--- src/hw/rtl/multi_channel_deadline_timer_assert.svh ---
// ----------------------------------------------------------------------------
// Assertion macros for the deadline timer
// Short forms for the concurrent checks used in the RTL.
// ----------------------------------------------------------------------------
`ifndef MULTI_CHANNEL_DEADLINE_TIMER_ASSERT_SVH
`define MULTI_CHANNEL_DEADLINE_TIMER_ASSERT_SVH

// Condition holds at every clock edge out of reset.
`define MCDT_ASSERT_ALWAYS(label, clk, rst_n, cond, msg) \
  label: assert property (@(posedge clk) disable iff (!rst_n) (cond)) else $error(msg);

// Antecedent in this cycle implies the consequent in the next cycle.
`define MCDT_ASSERT_NEXT(label, clk, rst_n, ante, cons, msg) \
  label: assert property (@(posedge clk) disable iff (!rst_n) (ante) |=> (cons)) \
    else $error(msg);

`endif

--- src/hw/rtl/mcdt_pkg.sv ---
// ----------------------------------------------------------------------------
// Deadline timer package
// Field widths, command and status codes, sequencer states and constants.
// ----------------------------------------------------------------------------
`default_nettype none

package mcdt_pkg;

  localparam int TIME_W     = 64;
  localparam int PERIOD_W   = 32;
  localparam int REM_W      = 32;
  localparam int SLOT_ID_W  = 4;
  localparam int KIND_W     = 3;
  localparam int STATUS_W   = 2;
  localparam int MAX_FIRES  = 16;
  localparam int FIRE_CNT_W = 5;

  localparam logic [TIME_W-1:0] DEADLINE_MAX = 64'h7fff_ffff_ffff_ffff;
  localparam logic [REM_W-1:0]  REM_ALL_ONES = 32'hffff_ffff;

  typedef enum logic [KIND_W-1:0] {
    KIND_CREATE = 3'd0,
    KIND_DELETE = 3'd1,
    KIND_START  = 3'd2,
    KIND_STOP   = 3'd3,
    KIND_SETP   = 3'd4,
    KIND_QUERY  = 3'd5,
    KIND_TICK   = 3'd6
  } kind_t;

  typedef enum logic [STATUS_W-1:0] {
    STAT_OK         = 2'd0,
    STAT_FULL       = 2'd1,
    STAT_NOT_IN_USE = 2'd2,
    STAT_BAD_KIND   = 2'd3
  } status_t;

  typedef enum logic {
    ALU_DUE = 1'b0,
    ALU_REM = 1'b1
  } alu_op_t;

  typedef enum logic [3:0] {
    S_IDLE,
    S_DISPATCH,
    S_FIND,
    S_CMD_ALU,
    S_CMD_WR,
    S_SCAN,
    S_EMIT_MID,
    S_FIRE_RD,
    S_FIRE_ALU,
    S_FIRE_WR,
    S_RESP
  } state_t;

endpackage

`default_nettype wire

--- src/hw/rtl/mcdt_ram.sv ---
// ----------------------------------------------------------------------------
// Generic RAM
// One write port, one read port with registered read data.
// ----------------------------------------------------------------------------
`default_nettype none

module mcdt_ram #(
  parameter int WIDTH = 64,
  parameter int DEPTH = 16
) (
  input  wire logic                     clk,
  input  wire logic                     we,
  input  wire logic [$clog2(DEPTH)-1:0] waddr,
  input  wire logic [WIDTH-1:0]         wdata,
  input  wire logic [$clog2(DEPTH)-1:0] raddr,
  output logic      [WIDTH-1:0]         rdata
);

  logic [WIDTH-1:0] mem [DEPTH];
  logic [WIDTH-1:0] rdata_r;

  always_ff @(posedge clk) begin
    if (we) begin
      mem[waddr] <= wdata;
    end
    rdata_r <= mem[raddr];
  end

  assign rdata = rdata_r;

endmodule

`default_nettype wire

--- src/hw/rtl/mcdt_alu.sv ---
// ----------------------------------------------------------------------------
// Deadline timer arithmetic unit
// One shared 65-bit adder: saturated reload deadline or saturated remaining
// time, result registered.
// ----------------------------------------------------------------------------
`default_nettype none

module mcdt_alu import mcdt_pkg::*; (
  input  wire logic              clk,
  input  wire alu_op_t           op,
  input  wire logic [TIME_W-1:0] now,
  input  wire logic [TIME_W-1:0] opnd,
  output logic      [TIME_W-1:0] res
);

  logic [PERIOD_W-1:0] per_eff;
  logic [TIME_W-1:0]   add_a;
  logic [TIME_W-1:0]   add_b;
  logic                add_cin;
  logic [TIME_W:0]     sum;
  logic                now_sat;
  logic [TIME_W-1:0]   res_nxt;
  logic [TIME_W-1:0]   res_r;

  always_comb begin
    // zero period behaves as one
    per_eff = (opnd[PERIOD_W-1:0] == '0) ? PERIOD_W'(1) : opnd[PERIOD_W-1:0];
    now_sat = now[TIME_W-1] | (&now[TIME_W-2:0]);
    add_a   = now;
    add_b   = {{(TIME_W-PERIOD_W){1'b0}}, per_eff};
    add_cin = 1'b0;
    unique case (op)
      ALU_DUE: begin
        add_a   = now;
        add_b   = {{(TIME_W-PERIOD_W){1'b0}}, per_eff};
        add_cin = 1'b0;
      end
      ALU_REM: begin
        // deadline - now as deadline + ~now + 1
        add_a   = opnd;
        add_b   = ~now;
        add_cin = 1'b1;
      end
    endcase
    sum = {1'b0, add_a} + {1'b0, add_b} + (TIME_W+1)'(add_cin);

    res_nxt = '0;
    unique case (op)
      ALU_DUE: begin
        // anything above 2^63-1 sets bit 63 or the carry
        if (now_sat || sum[TIME_W] || sum[TIME_W-1]) begin
          res_nxt = DEADLINE_MAX;
        end else begin
          res_nxt = sum[TIME_W-1:0];
        end
      end
      ALU_REM: begin
        // no carry: deadline below now; zero difference: due now
        if (!sum[TIME_W] || (sum[TIME_W-1:0] == '0)) begin
          res_nxt = '0;
        end else if (|sum[TIME_W-1:REM_W]) begin
          res_nxt = {{(TIME_W-REM_W){1'b0}}, REM_ALL_ONES};
        end else begin
          res_nxt = {{(TIME_W-REM_W){1'b0}}, sum[REM_W-1:0]};
        end
      end
    endcase
  end

  always_ff @(posedge clk) begin
    res_r <= res_nxt;
  end

  assign res = res_r;

endmodule

`default_nettype wire

--- src/hw/rtl/multi_channel_deadline_timer.sv ---
// ----------------------------------------------------------------------------
// Multi-channel deadline timer
// Pool of timer slots on a 64-bit tick counter with create, delete, start,
// stop, set-period, query and tick commands; expiries reported in deadline
// order.
// ----------------------------------------------------------------------------
//
//  Channel | Direction | Handshake          | Payload
//  --------+-----------+--------------------+----------------------------------
//  in_     | input     | in_valid/in_stall  | kind, slot_id, period, one_shot,
//          |           |                    | start_now
//  out_    | output    | out_valid/out_stall| result_slot, status, remaining,
//          |           |                    | fired, last
//
//  Create walks the in-use flags for a free slot. A tick scans every slot,
//  and scans again after each expiry until none is due or it reaches the
//  cap of 16 fires. The slot scan reads one deadline per cycle from the
//  single read port of the deadline RAM.
//  Reset clears the time counter and the in-use and running flags; deadline
//  and period RAMs need no clearing.
//  A stalled output holds the sequencer at the point where it hands over the
//  next transaction; in_stall is high from acceptance until the last result
//  is registered.
//
`default_nettype none

module multi_channel_deadline_timer import mcdt_pkg::*; #(
  parameter int TIMER_SLOTS = 16
) (
  input  wire logic                 clk,
  input  wire logic                 rst_n,
  // command transactions
  input  wire logic                 in_valid,
  output logic                      in_stall,
  input  wire logic [KIND_W-1:0]    in_kind,
  input  wire logic [SLOT_ID_W-1:0] in_slot_id,
  input  wire logic [PERIOD_W-1:0]  in_period,
  input  wire logic                 in_one_shot,
  input  wire logic                 in_start_now,
  // result transactions
  output logic                      out_valid,
  input  wire logic                 out_stall,
  output logic [SLOT_ID_W-1:0]      out_result_slot,
  output logic [STATUS_W-1:0]       out_status,
  output logic [REM_W-1:0]          out_remaining,
  output logic                      out_fired,
  output logic                      out_last
);

  `include "multi_channel_deadline_timer_assert.svh"

  localparam int SLOT_W = $clog2(TIMER_SLOTS);
  localparam int CNT_W  = $clog2(TIMER_SLOTS + 1);
  localparam int IDW    = (SLOT_W > SLOT_ID_W) ? SLOT_W : SLOT_ID_W;

  // Low four bits of a slot index, zero-extended first for narrow pools.
  function automatic logic [SLOT_ID_W-1:0] slot4(input logic [SLOT_W-1:0] idx);
    logic [IDW-1:0] ext;
    ext = IDW'(idx);
    return ext[SLOT_ID_W-1:0];
  endfunction

  // --------------------------------------------------------------------------
  // Registers
  // --------------------------------------------------------------------------
  state_t                 state_r, state_nxt;

  // latched command
  logic [KIND_W-1:0]      kind_r, kind_nxt;
  logic [SLOT_ID_W-1:0]   sid_r, sid_nxt;
  logic [PERIOD_W-1:0]    per_r, per_nxt;
  logic                   once_in_r, once_in_nxt;
  logic                   go_r, go_nxt;

  // timer state
  logic [TIME_W-1:0]      now_r, now_nxt;
  logic [TIMER_SLOTS-1:0] in_use_r, in_use_nxt;
  logic [TIMER_SLOTS-1:0] running_r, running_nxt;
  logic [TIMER_SLOTS-1:0] once_r, once_nxt;
  logic [TIMER_SLOTS-1:0] done_r, done_nxt;

  // sequencer working registers
  logic [SLOT_W-1:0]      tgt_r, tgt_nxt;
  logic [CNT_W-1:0]       issue_r, issue_nxt;
  logic                   eval_vld_r, eval_vld_nxt;
  logic [SLOT_W-1:0]      eval_idx_r, eval_idx_nxt;
  logic                   best_vld_r, best_vld_nxt;
  logic [SLOT_W-1:0]      best_idx_r, best_idx_nxt;
  logic [TIME_W-1:0]      best_dl_r, best_dl_nxt;
  logic [FIRE_CNT_W-1:0]  fire_cnt_r, fire_cnt_nxt;
  logic                   pend_vld_r, pend_vld_nxt;
  logic [SLOT_W-1:0]      pend_slot_r, pend_slot_nxt;

  // final result of the current command
  logic [SLOT_ID_W-1:0]   resp_slot_r, resp_slot_nxt;
  status_t                resp_status_r, resp_status_nxt;
  logic [REM_W-1:0]       resp_rem_r, resp_rem_nxt;
  logic                   resp_fired_r, resp_fired_nxt;

  // output register
  logic                   out_valid_r, out_valid_nxt;
  logic [SLOT_ID_W-1:0]   out_slot_r, out_slot_nxt;
  status_t                out_status_r, out_status_nxt;
  logic [REM_W-1:0]       out_rem_r, out_rem_nxt;
  logic                   out_fired_r, out_fired_nxt;
  logic                   out_last_r, out_last_nxt;

  // --------------------------------------------------------------------------
  // RAM and ALU hookup
  // --------------------------------------------------------------------------
  logic                   dl_we;
  logic [SLOT_W-1:0]      dl_waddr;
  logic [TIME_W-1:0]      dl_wdata;
  logic [SLOT_W-1:0]      dl_raddr;
  logic [TIME_W-1:0]      dl_rdata;
  logic                   pr_we;
  logic [SLOT_W-1:0]      pr_waddr;
  logic [PERIOD_W-1:0]    pr_wdata;
  logic [SLOT_W-1:0]      pr_raddr;
  logic [PERIOD_W-1:0]    pr_rdata;
  alu_op_t                alu_op;
  logic [TIME_W-1:0]      alu_opnd;
  logic [TIME_W-1:0]      alu_res;

  mcdt_ram #(
    .WIDTH (TIME_W),
    .DEPTH (TIMER_SLOTS)
  ) u_deadline_ram (
    .clk   (clk),
    .we    (dl_we),
    .waddr (dl_waddr),
    .wdata (dl_wdata),
    .raddr (dl_raddr),
    .rdata (dl_rdata)
  );

  mcdt_ram #(
    .WIDTH (PERIOD_W),
    .DEPTH (TIMER_SLOTS)
  ) u_period_ram (
    .clk   (clk),
    .we    (pr_we),
    .waddr (pr_waddr),
    .wdata (pr_wdata),
    .raddr (pr_raddr),
    .rdata (pr_rdata)
  );

  mcdt_alu u_alu (
    .clk  (clk),
    .op   (alu_op),
    .now  (now_r),
    .opnd (alu_opnd),
    .res  (alu_res)
  );

  // --------------------------------------------------------------------------
  // Shared decode
  // --------------------------------------------------------------------------
  logic [IDW-1:0]    sid_ext;
  logic              sid_in_range;
  logic [SLOT_W-1:0] sid_idx;
  logic              sid_valid;
  logic              in_accept;
  logic              out_free;
  logic              find_free;
  logic              find_last;
  logic              scan_issuing;
  logic              scan_end;
  logic              eval_cand;
  logic              fire_limit;

  assign sid_ext      = IDW'(sid_r);
  assign sid_in_range = {1'b0, sid_ext} < (IDW+1)'(TIMER_SLOTS);
  assign sid_idx      = sid_ext[SLOT_W-1:0];
  assign sid_valid    = sid_in_range && in_use_r[sid_idx];

  assign in_stall  = (state_r != S_IDLE);
  assign in_accept = in_valid && !in_stall;
  assign out_free  = !out_valid_r || !out_stall;

  // create: walk the in-use flags from slot 0 up
  assign find_free = !in_use_r[issue_r[SLOT_W-1:0]];
  assign find_last = (issue_r == CNT_W'(TIMER_SLOTS - 1));

  // tick: address goes out in the cycle before its compare
  assign scan_issuing = (issue_r < CNT_W'(TIMER_SLOTS));
  assign scan_end     = !scan_issuing && !eval_vld_r;
  assign eval_cand    = eval_vld_r && in_use_r[eval_idx_r] && running_r[eval_idx_r] &&
                        !done_r[eval_idx_r] && (dl_rdata <= now_r);

  assign fire_limit = (fire_cnt_r == FIRE_CNT_W'(MAX_FIRES - 1));

  // --------------------------------------------------------------------------
  // Next state
  // --------------------------------------------------------------------------
  always_comb begin
    state_nxt = state_r;
    unique case (state_r)
      S_IDLE: begin
        if (in_accept) begin
          state_nxt = S_DISPATCH;
        end
      end
      S_DISPATCH: begin
        unique case (kind_r)
          KIND_CREATE: state_nxt = S_FIND;
          KIND_DELETE,
          KIND_STOP:   state_nxt = S_RESP;
          KIND_START:  state_nxt = sid_valid ? S_CMD_ALU : S_RESP;
          KIND_SETP,
          KIND_QUERY:  state_nxt = (sid_valid && running_r[sid_idx]) ? S_CMD_ALU : S_RESP;
          KIND_TICK:   state_nxt = S_SCAN;
          default:     state_nxt = S_RESP;
        endcase
      end
      S_FIND: begin
        if (find_free) begin
          state_nxt = S_CMD_ALU;
        end else if (find_last) begin
          state_nxt = S_RESP;
        end
      end
      S_CMD_ALU: state_nxt = S_CMD_WR;
      S_CMD_WR:  state_nxt = S_RESP;
      S_SCAN: begin
        if (scan_end) begin
          if (!best_vld_r) begin
            state_nxt = S_RESP;
          end else if (pend_vld_r) begin
            state_nxt = S_EMIT_MID;
          end else begin
            state_nxt = S_FIRE_RD;
          end
        end
      end
      S_EMIT_MID: begin
        if (out_free) begin
          state_nxt = S_FIRE_RD;
        end
      end
      S_FIRE_RD:  state_nxt = S_FIRE_ALU;
      S_FIRE_ALU: state_nxt = S_FIRE_WR;
      S_FIRE_WR:  state_nxt = fire_limit ? S_RESP : S_SCAN;
      S_RESP: begin
        if (out_free) begin
          state_nxt = S_IDLE;
        end
      end
      default: state_nxt = S_IDLE;
    endcase
  end

  // --------------------------------------------------------------------------
  // Datapath and outputs
  // --------------------------------------------------------------------------
  always_comb begin
    kind_nxt        = kind_r;
    sid_nxt         = sid_r;
    per_nxt         = per_r;
    once_in_nxt     = once_in_r;
    go_nxt          = go_r;
    now_nxt         = now_r;
    in_use_nxt      = in_use_r;
    running_nxt     = running_r;
    once_nxt        = once_r;
    done_nxt        = done_r;
    tgt_nxt         = tgt_r;
    issue_nxt       = issue_r;
    eval_vld_nxt    = eval_vld_r;
    eval_idx_nxt    = eval_idx_r;
    best_vld_nxt    = best_vld_r;
    best_idx_nxt    = best_idx_r;
    best_dl_nxt     = best_dl_r;
    fire_cnt_nxt    = fire_cnt_r;
    pend_vld_nxt    = pend_vld_r;
    pend_slot_nxt   = pend_slot_r;
    resp_slot_nxt   = resp_slot_r;
    resp_status_nxt = resp_status_r;
    resp_rem_nxt    = resp_rem_r;
    resp_fired_nxt  = resp_fired_r;

    dl_we    = 1'b0;
    dl_waddr = tgt_r;
    dl_wdata = alu_res;
    dl_raddr = sid_idx;
    pr_we    = 1'b0;
    pr_waddr = tgt_r;
    pr_wdata = per_r;
    pr_raddr = tgt_r;
    alu_op   = ALU_DUE;
    alu_opnd = {{(TIME_W-PERIOD_W){1'b0}}, per_r};

    // the output register drains on its own unless reloaded below
    out_valid_nxt  = out_valid_r && out_stall;
    out_slot_nxt   = out_slot_r;
    out_status_nxt = out_status_r;
    out_rem_nxt    = out_rem_r;
    out_fired_nxt  = out_fired_r;
    out_last_nxt   = out_last_r;

    unique case (state_r)
      S_IDLE: begin
        if (in_accept) begin
          kind_nxt    = in_kind;
          sid_nxt     = in_slot_id;
          per_nxt     = in_period;
          once_in_nxt = in_one_shot;
          go_nxt      = in_start_now;
        end
      end

      S_DISPATCH: begin
        tgt_nxt         = sid_idx;
        resp_slot_nxt   = sid_r;
        resp_status_nxt = STAT_OK;
        resp_rem_nxt    = '0;
        resp_fired_nxt  = 1'b0;
        unique case (kind_r)
          KIND_CREATE: begin
            issue_nxt = '0;
          end
          KIND_DELETE, KIND_START, KIND_STOP, KIND_SETP, KIND_QUERY: begin
            if (!sid_valid) begin
              resp_status_nxt = STAT_NOT_IN_USE;
            end else begin
              unique case (kind_r)
                KIND_DELETE: begin
                  in_use_nxt[sid_idx]  = 1'b0;
                  running_nxt[sid_idx] = 1'b0;
                end
                KIND_STOP: begin
                  running_nxt[sid_idx] = 1'b0;
                end
                KIND_START: begin
                  pr_raddr = sid_idx;
                end
                KIND_SETP: begin
                  pr_we    = 1'b1;
                  pr_waddr = sid_idx;
                end
                KIND_QUERY: begin
                  dl_raddr = sid_idx;
                  if (!running_r[sid_idx]) begin
                    resp_rem_nxt = REM_ALL_ONES;
                  end
                end
                default: begin
                end
              endcase
            end
          end
          KIND_TICK: begin
            // advance time, then arm a fresh scan
            now_nxt       = now_r + TIME_W'(1);
            done_nxt      = '0;
            fire_cnt_nxt  = '0;
            pend_vld_nxt  = 1'b0;
            issue_nxt     = '0;
            eval_vld_nxt  = 1'b0;
            best_vld_nxt  = 1'b0;
            resp_slot_nxt = '0;
          end
          default: begin
            resp_status_nxt = STAT_BAD_KIND;
          end
        endcase
      end

      S_FIND: begin
        if (find_free) begin
          tgt_nxt = issue_r[SLOT_W-1:0];
        end else if (find_last) begin
          resp_slot_nxt   = '0;
          resp_status_nxt = STAT_FULL;
        end else begin
          issue_nxt = issue_r + CNT_W'(1);
        end
      end

      S_CMD_ALU: begin
        unique case (kind_r)
          KIND_START: begin
            alu_op   = ALU_DUE;
            alu_opnd = {{(TIME_W-PERIOD_W){1'b0}}, pr_rdata};
          end
          KIND_QUERY: begin
            alu_op   = ALU_REM;
            alu_opnd = dl_rdata;
          end
          default: begin
            // create and set period reload from the command's own period
            alu_op   = ALU_DUE;
            alu_opnd = {{(TIME_W-PERIOD_W){1'b0}}, per_r};
          end
        endcase
      end

      S_CMD_WR: begin
        unique case (kind_r)
          KIND_CREATE: begin
            pr_we              = 1'b1;
            dl_we              = 1'b1;
            once_nxt[tgt_r]    = once_in_r;
            running_nxt[tgt_r] = go_r;
            in_use_nxt[tgt_r]  = 1'b1;
            resp_slot_nxt      = slot4(tgt_r);
          end
          KIND_START: begin
            dl_we              = 1'b1;
            running_nxt[tgt_r] = 1'b1;
          end
          KIND_SETP: begin
            dl_we = 1'b1;
          end
          KIND_QUERY: begin
            resp_rem_nxt = alu_res[REM_W-1:0];
          end
          default: begin
          end
        endcase
      end

      S_SCAN: begin
        dl_raddr     = issue_r[SLOT_W-1:0];
        eval_vld_nxt = scan_issuing;
        eval_idx_nxt = issue_r[SLOT_W-1:0];
        if (scan_issuing) begin
          issue_nxt = issue_r + CNT_W'(1);
        end
        // strict less-than keeps the lower slot on equal deadlines
        if (eval_cand && (!best_vld_r || (dl_rdata < best_dl_r))) begin
          best_vld_nxt = 1'b1;
          best_idx_nxt = eval_idx_r;
          best_dl_nxt  = dl_rdata;
        end
        if (scan_end) begin
          if (best_vld_r) begin
            tgt_nxt = best_idx_r;
          end else begin
            // close the tick: held expiry, or the quiet result
            resp_slot_nxt   = pend_vld_r ? slot4(pend_slot_r) : '0;
            resp_status_nxt = STAT_OK;
            resp_rem_nxt    = '0;
            resp_fired_nxt  = pend_vld_r;
          end
        end
      end

      S_EMIT_MID: begin
        // another timer is due, so the held expiry is not the last one
        if (out_free) begin
          out_valid_nxt  = 1'b1;
          out_slot_nxt   = slot4(pend_slot_r);
          out_status_nxt = STAT_OK;
          out_rem_nxt    = '0;
          out_fired_nxt  = 1'b1;
          out_last_nxt   = 1'b0;
          pend_vld_nxt   = 1'b0;
        end
      end

      S_FIRE_RD: begin
        pr_raddr = tgt_r;
      end

      S_FIRE_ALU: begin
        alu_op   = ALU_DUE;
        alu_opnd = {{(TIME_W-PERIOD_W){1'b0}}, pr_rdata};
      end

      S_FIRE_WR: begin
        done_nxt[tgt_r] = 1'b1;
        if (once_r[tgt_r]) begin
          running_nxt[tgt_r] = 1'b0;
        end else begin
          dl_we = 1'b1;
        end
        fire_cnt_nxt  = fire_cnt_r + FIRE_CNT_W'(1);
        pend_vld_nxt  = 1'b1;
        pend_slot_nxt = tgt_r;
        if (fire_limit) begin
          resp_slot_nxt   = slot4(tgt_r);
          resp_status_nxt = STAT_OK;
          resp_rem_nxt    = '0;
          resp_fired_nxt  = 1'b1;
        end else begin
          issue_nxt    = '0;
          eval_vld_nxt = 1'b0;
          best_vld_nxt = 1'b0;
        end
      end

      S_RESP: begin
        if (out_free) begin
          out_valid_nxt  = 1'b1;
          out_slot_nxt   = resp_slot_r;
          out_status_nxt = resp_status_r;
          out_rem_nxt    = resp_rem_r;
          out_fired_nxt  = resp_fired_r;
          out_last_nxt   = 1'b1;
        end
      end

      default: begin
      end
    endcase
  end

  // --------------------------------------------------------------------------
  // Register update
  // --------------------------------------------------------------------------
  always_ff @(posedge clk) begin
    if (!rst_n) begin
      state_r     <= S_IDLE;
      now_r       <= '0;
      in_use_r    <= '0;
      running_r   <= '0;
      done_r      <= '0;
      issue_r     <= '0;
      eval_vld_r  <= 1'b0;
      best_vld_r  <= 1'b0;
      fire_cnt_r  <= '0;
      pend_vld_r  <= 1'b0;
      out_valid_r <= 1'b0;
    end else begin
      state_r     <= state_nxt;
      now_r       <= now_nxt;
      in_use_r    <= in_use_nxt;
      running_r   <= running_nxt;
      done_r      <= done_nxt;
      issue_r     <= issue_nxt;
      eval_vld_r  <= eval_vld_nxt;
      best_vld_r  <= best_vld_nxt;
      fire_cnt_r  <= fire_cnt_nxt;
      pend_vld_r  <= pend_vld_nxt;
      out_valid_r <= out_valid_nxt;
    end
  end

  // payload: no reset
  always_ff @(posedge clk) begin
    kind_r        <= kind_nxt;
    sid_r         <= sid_nxt;
    per_r         <= per_nxt;
    once_in_r     <= once_in_nxt;
    go_r          <= go_nxt;
    once_r        <= once_nxt;
    tgt_r         <= tgt_nxt;
    eval_idx_r    <= eval_idx_nxt;
    best_idx_r    <= best_idx_nxt;
    best_dl_r     <= best_dl_nxt;
    pend_slot_r   <= pend_slot_nxt;
    resp_slot_r   <= resp_slot_nxt;
    resp_status_r <= resp_status_nxt;
    resp_rem_r    <= resp_rem_nxt;
    resp_fired_r  <= resp_fired_nxt;
    out_slot_r    <= out_slot_nxt;
    out_status_r  <= out_status_nxt;
    out_rem_r     <= out_rem_nxt;
    out_fired_r   <= out_fired_nxt;
    out_last_r    <= out_last_nxt;
  end

  assign out_valid       = out_valid_r;
  assign out_result_slot = out_slot_r;
  assign out_status      = out_status_r;
  assign out_remaining   = out_rem_r;
  assign out_fired       = out_fired_r;
  assign out_last        = out_last_r;

  // --------------------------------------------------------------------------
  // Assertions
  // --------------------------------------------------------------------------
  `MCDT_ASSERT_ALWAYS(a_running_in_use, clk, rst_n, (running_r & ~in_use_r) == '0, "running slot not in use")
  `MCDT_ASSERT_ALWAYS(a_fire_limit, clk, rst_n, fire_cnt_r <= FIRE_CNT_W'(MAX_FIRES), "too many expiries on one tick")
  `MCDT_ASSERT_NEXT(a_accept_dispatch, clk, rst_n, in_valid && !in_stall, state_r == S_DISPATCH, "accepted command not dispatched")
  `MCDT_ASSERT_NEXT(a_resp_last, clk, rst_n, state_r == S_RESP && out_free, state_r == S_IDLE && out_valid_r && out_last_r, "final result not marked last")

endmodule

`default_nettype wire

--- config.mk ---
export PLATFORM = sky130hd
export DESIGN_NAME = multi_channel_deadline_timer
export DESIGN_NICKNAME = d
export VERILOG_FILES = /design/src/hw/rtl/mcdt_pkg.sv /design/src/hw/rtl/mcdt_ram.sv /design/src/hw/rtl/mcdt_alu.sv /design/src/hw/rtl/multi_channel_deadline_timer.sv
export VERILOG_INCLUDE_DIRS = /design/src /design/src/hw/rtl
export SDC_FILE = /design/constraint.sdc
export NUM_CORES = 2
export LEC_CHECK = 0
export BUFFER_PORTS_ARGS = -buffer_cell sky130_fd_sc_hd__buf_2
export CORE_ASPECT_RATIO = 0.6
export CORE_MARGIN = 1
export CORE_UTILIZATION = 55
export CTS_CLUSTER_DIAMETER = 80
export DETAILED_ROUTE_END_ITERATION = 7
export PLACE_DENSITY = 0.74
export SYNTH_ARGS = -nofsm -noshare
export SYNTH_HDL_FRONTEND = slang
export SYNTH_SLANG_ARGS = --single-unit
--- constraint.sdc ---
create_clock -name clk -period 6.5 [get_ports clk]
set_input_delay 0.65 -clock clk [delete_from_list [all_inputs] [get_ports clk]]
set_output_delay 0.65 -clock clk [all_outputs]
set_load 0.005 [all_outputs]
==> summary.txt <==
Die
  – Starting Density: 55.8%
  – Core box area: 154000 sq um
  – Die Span X: 511 um
  – Die area: 157000 sq um
  – # rows: 111
  – Io pins: 87
  – Die height: 308 um

Logic synthesis
  – Seq/Total Area, Yosys: 68.2%
  – Synth top area share: 61.4%
  – Most used DFF post-synth: edfxtp_1
  – Post-synth EDFFs: 1752
  – Synth Register Bits: 2042
  – Post-Syn Area: 85600 sq um
  – Synth unique cells: 85
  – Post-Syn Nets: 5780
  – Dominant cells by area after synthesis: edfxtp_1 (61%), mux4_2 (11%), dfxtp_1 (6.8%), ha_1 (2.8%), nand2_1 (2.3%)
  – Synthesis Warnings: 0
  – Asr flop ratio synth: 0%
  – Post-synth top cells: edfxtp_1 (1752), nand2_1 (520), mux4_2 (404)
  – Largest area contributor in the netlist: edfxtp_1
  – Dominant cell by count in the synthesized netlist: edfxtp_1
  – Synth Area per Inst: 15.5 sq um
  – Post-Synthesis Cells: 5538

Place
  – Hpwl dp: 154 mm
  – IO buf count: 86
  – GPL Wtd Cong: 1.04
  – Setup WS pre-CTS: 148 ps

Global route
  – Total track usage: 30.4%
  – Largest net degree at the start of global routing: 127
  – First-pass GRT wire length: 347 mm
  – Vias in the first global route: 50200
  – Total grt overflow: 0
  – Initial antenna violation count: 16

Timing
  – Setup_tns: -2520 ps
  – Final worst path period share: 102%
  – Worst-margin pin slew: 1320 ps
  – Setup ws final: -106 ps
  – Slew Limit Fails: 0
  – Fin crit period: 6610 ps
  – Final Hold Fails: 0
  – Max frequency: 0.151 GHz
  – Worst slew margin: 11.1%
  – RSZ-0062 raised after global routing: true
  – Final setup viols: 32
  – Setup Skew: 38.2 ps

CTS
  – Root buf cell: clkbuf_16
  – CTS sink count: 2042
  – Clk slew on worst S/H paths: 70 ps
  – CTS buffer count: 176
  – CTS Buffer Depth: 3
  – CTS tree: built
  – Clock H-tree levels: 4
  – Worst skew pair latency: 840 ps

Finish
  – Post-layout util: 63.2%
  – Reg area: 58400 sq um
  – Final #Nets: 6095
  – Share of layout cells above drive strength 1: 19.5%
  – Multi-input combinational cell area: 26000 sq um
  – # fillers: 10800
  – Area grow syn2layout: 13.4%

Power and ir drop
  – Lkg Pwr: 0.0326 uW
  – Design Power: 36600 uW
  – PD cells: 377 nW/um^2
  – VDD IR-drop max: 0.000286 V

Run status
  – Status: finished with violations
  – Failing checks: design-rule violations, negative setup slack

Job
  – Max-cap violations: 0

Hold path
  – Worst hold path class: primary input to flop
  – Worst Hold Launch: in_period[4]

Drt
  – Total number of vias: 53200
  – Initial DRC Count: 8027
  – Post-detailed-route count of antenna-violating nets: 0
  – Drt wl/cell: 30.0 um
  – DRC viols: 12
  – Vias per std cell: 6.62
  – Final wirelength: 241 mm
  – Drt first pass iters: 8

Critical path
  – Worst-path maximum fanout: 15
  – CP max-delay cell: or4b_2
  – Startpoint types: flop
  – R2r startpoint: kind_r[2]$_DFFE_PP_
  – CP Launch Point: kind_r[2]$_DFFE_PP_
  – Crit path DAT: 7300 ps
  – Critical Path RT: 7200 ps
  – Worst Setup End Kind: flop
  – Setup CP Type: flop to flop
  – Worst path most repeated cell: buf_4
  – CP peak stage delay: 640 ps
-- routing by layer --
| metal | global-route usage, % | routed length (um) |
|---|---|---|
| met2 | 42.5 | 101000 |
| met5 | 0 | 23 |
| met4 | 6.43 | 4100 |
| met1 | 47.5 | 103000 |
| met3 | 8.23 | 32600 |
-- report_power, final --
part / leakage, uW / total, uW / switching, uW / internal [uW]
sequential: 0.0181 / 17700 / 1820 / 15800
clock: 0.00279 / 10600 / 4840 / 5800
combinational: 0.0117 / 8340 / 4900 / 3440
total: 0.0326 / 36600 / 11600 / 25100
-- cell families after synthesis --
family                   share of synthesized area [%]
flip-flops                                        68.2
AND/OR/NAND/NOR                                   7.68
AO/OA/AOI/OAI                                     6.83
multiplexers                                      11.2
buffers and inverters                             2.04
adder cells (fa/ha/maj)                           2.90
XOR/XNOR                                          1.18
other                                          0.00438
-- placed cells by master (no fill, tap or decap), types with 25 or more instances in the layout --
| cell | instances |
|---|---|
| edfxtp_1 | 1752 |
| nand2_1 | 516 |
| mux4_2 | 404 |
| dfxtp_1 | 290 |
| buf_4 | 266 |
| a21oi_1 | 228 |
| nor2_1 | 213 |
| ha_1 | 195 |
| o21ai_0 | 191 |
| clkbuf_16 | 184 |
| and2_1 | 170 |
| inv_1 | 145 |
| a31oi_1 | 124 |
| a211oi_1 | 102 |
| nand4_1 | 89 |
| xnor2_1 | 88 |
| buf_2 | 86 |
| nand3_1 | 67 |
| nor3_1 | 56 |
| and3_1 | 48 |
| nor2b_1 | 40 |
| o21a_1 | 40 |
| a21o_1 | 40 |
| clkbuf_1 | 38 |
| buf_12 | 37 |
| a21boi_0 | 36 |
| clkinv_1 | 36 |
| a222oi_1 | 35 |
| nor2_4 | 33 |
| mux2i_1 | 33 |
| dlygate4sd3_1 | 31 |
| nand2b_1 | 30 |
| xor2_1 | 26 |
| nor4_1 | 25 |
-- cell type report --
| type | instances | area share [%] |
|---|---|---|
| Antenna cell | 2 | 0.00516 |
| Clock buffer | 231 | 4.95 |
| Clock inverter | 95 | 0.974 |
| Inverter | 149 | 0.581 |
| Multi-Input combinational cell | 3049 | 26.8 |
| Sequential cell | 2042 | 60.2 |
| Tap cell | 2034 | 2.62 |
| Timing Repair Buffer | 435 | 3.88 |
-- worst max-delay path, delay by kind of cell, from the launching register on --
family | cells | cell delay (ps)
AOI/OAI and AO/OA | 7 | 1490
adders and majority gates | 2 | 550
buffers and inverters | 9 | 1380
DFF | 1 | 440
and+or+nand+nor | 14 | 2570
-- path summary, 6_finish.rpt --
check        slack (ps)  depth (start not counted)                endpoint
min                  40                          1      per_r[4]$_DFFE_PP_
max reg2reg        -110                         32   u_alu.res[26]$_DFF_P_
max                -110                         32   u_alu.res[26]$_DFF_P_
min reg2reg         450                          0  best_dl_r[0]$_DFFE_PP_
-- per-stage QoR --
stage	instances	area [sq um]	hold WS [ps]
finish	8037	97100	44.5
global route	8035	97100	15.1
CTS	8007	96500	0.669
detailed placement	7650	90500	432
floorplan	5538	85600	408
global placement	7650	90500	425
-- sequential cells by signal, indices dropped and copies added (netlist names), 32 cells and up --
signal                count
u_deadline_ram.mem     1024
u_period_ram.mem        512
best_dl_r                64
now_r                    64
u_alu.res                64
u_deadline_ram.rdata     64
out_remaining            32
per_r                    32
resp_rem_r               32
u_period_ram.rdata       32
-- timing repair --
action | in CTS | in global routing
setup endpoints to repair | 0 | 32
gates resized for setup | 0 | 48
hold buffers | 31 | 0
setup buffers | 0 | 19
hold endpoints to repair | 31 | 0
No activity file was read; power rests on OpenSTA's default activity.
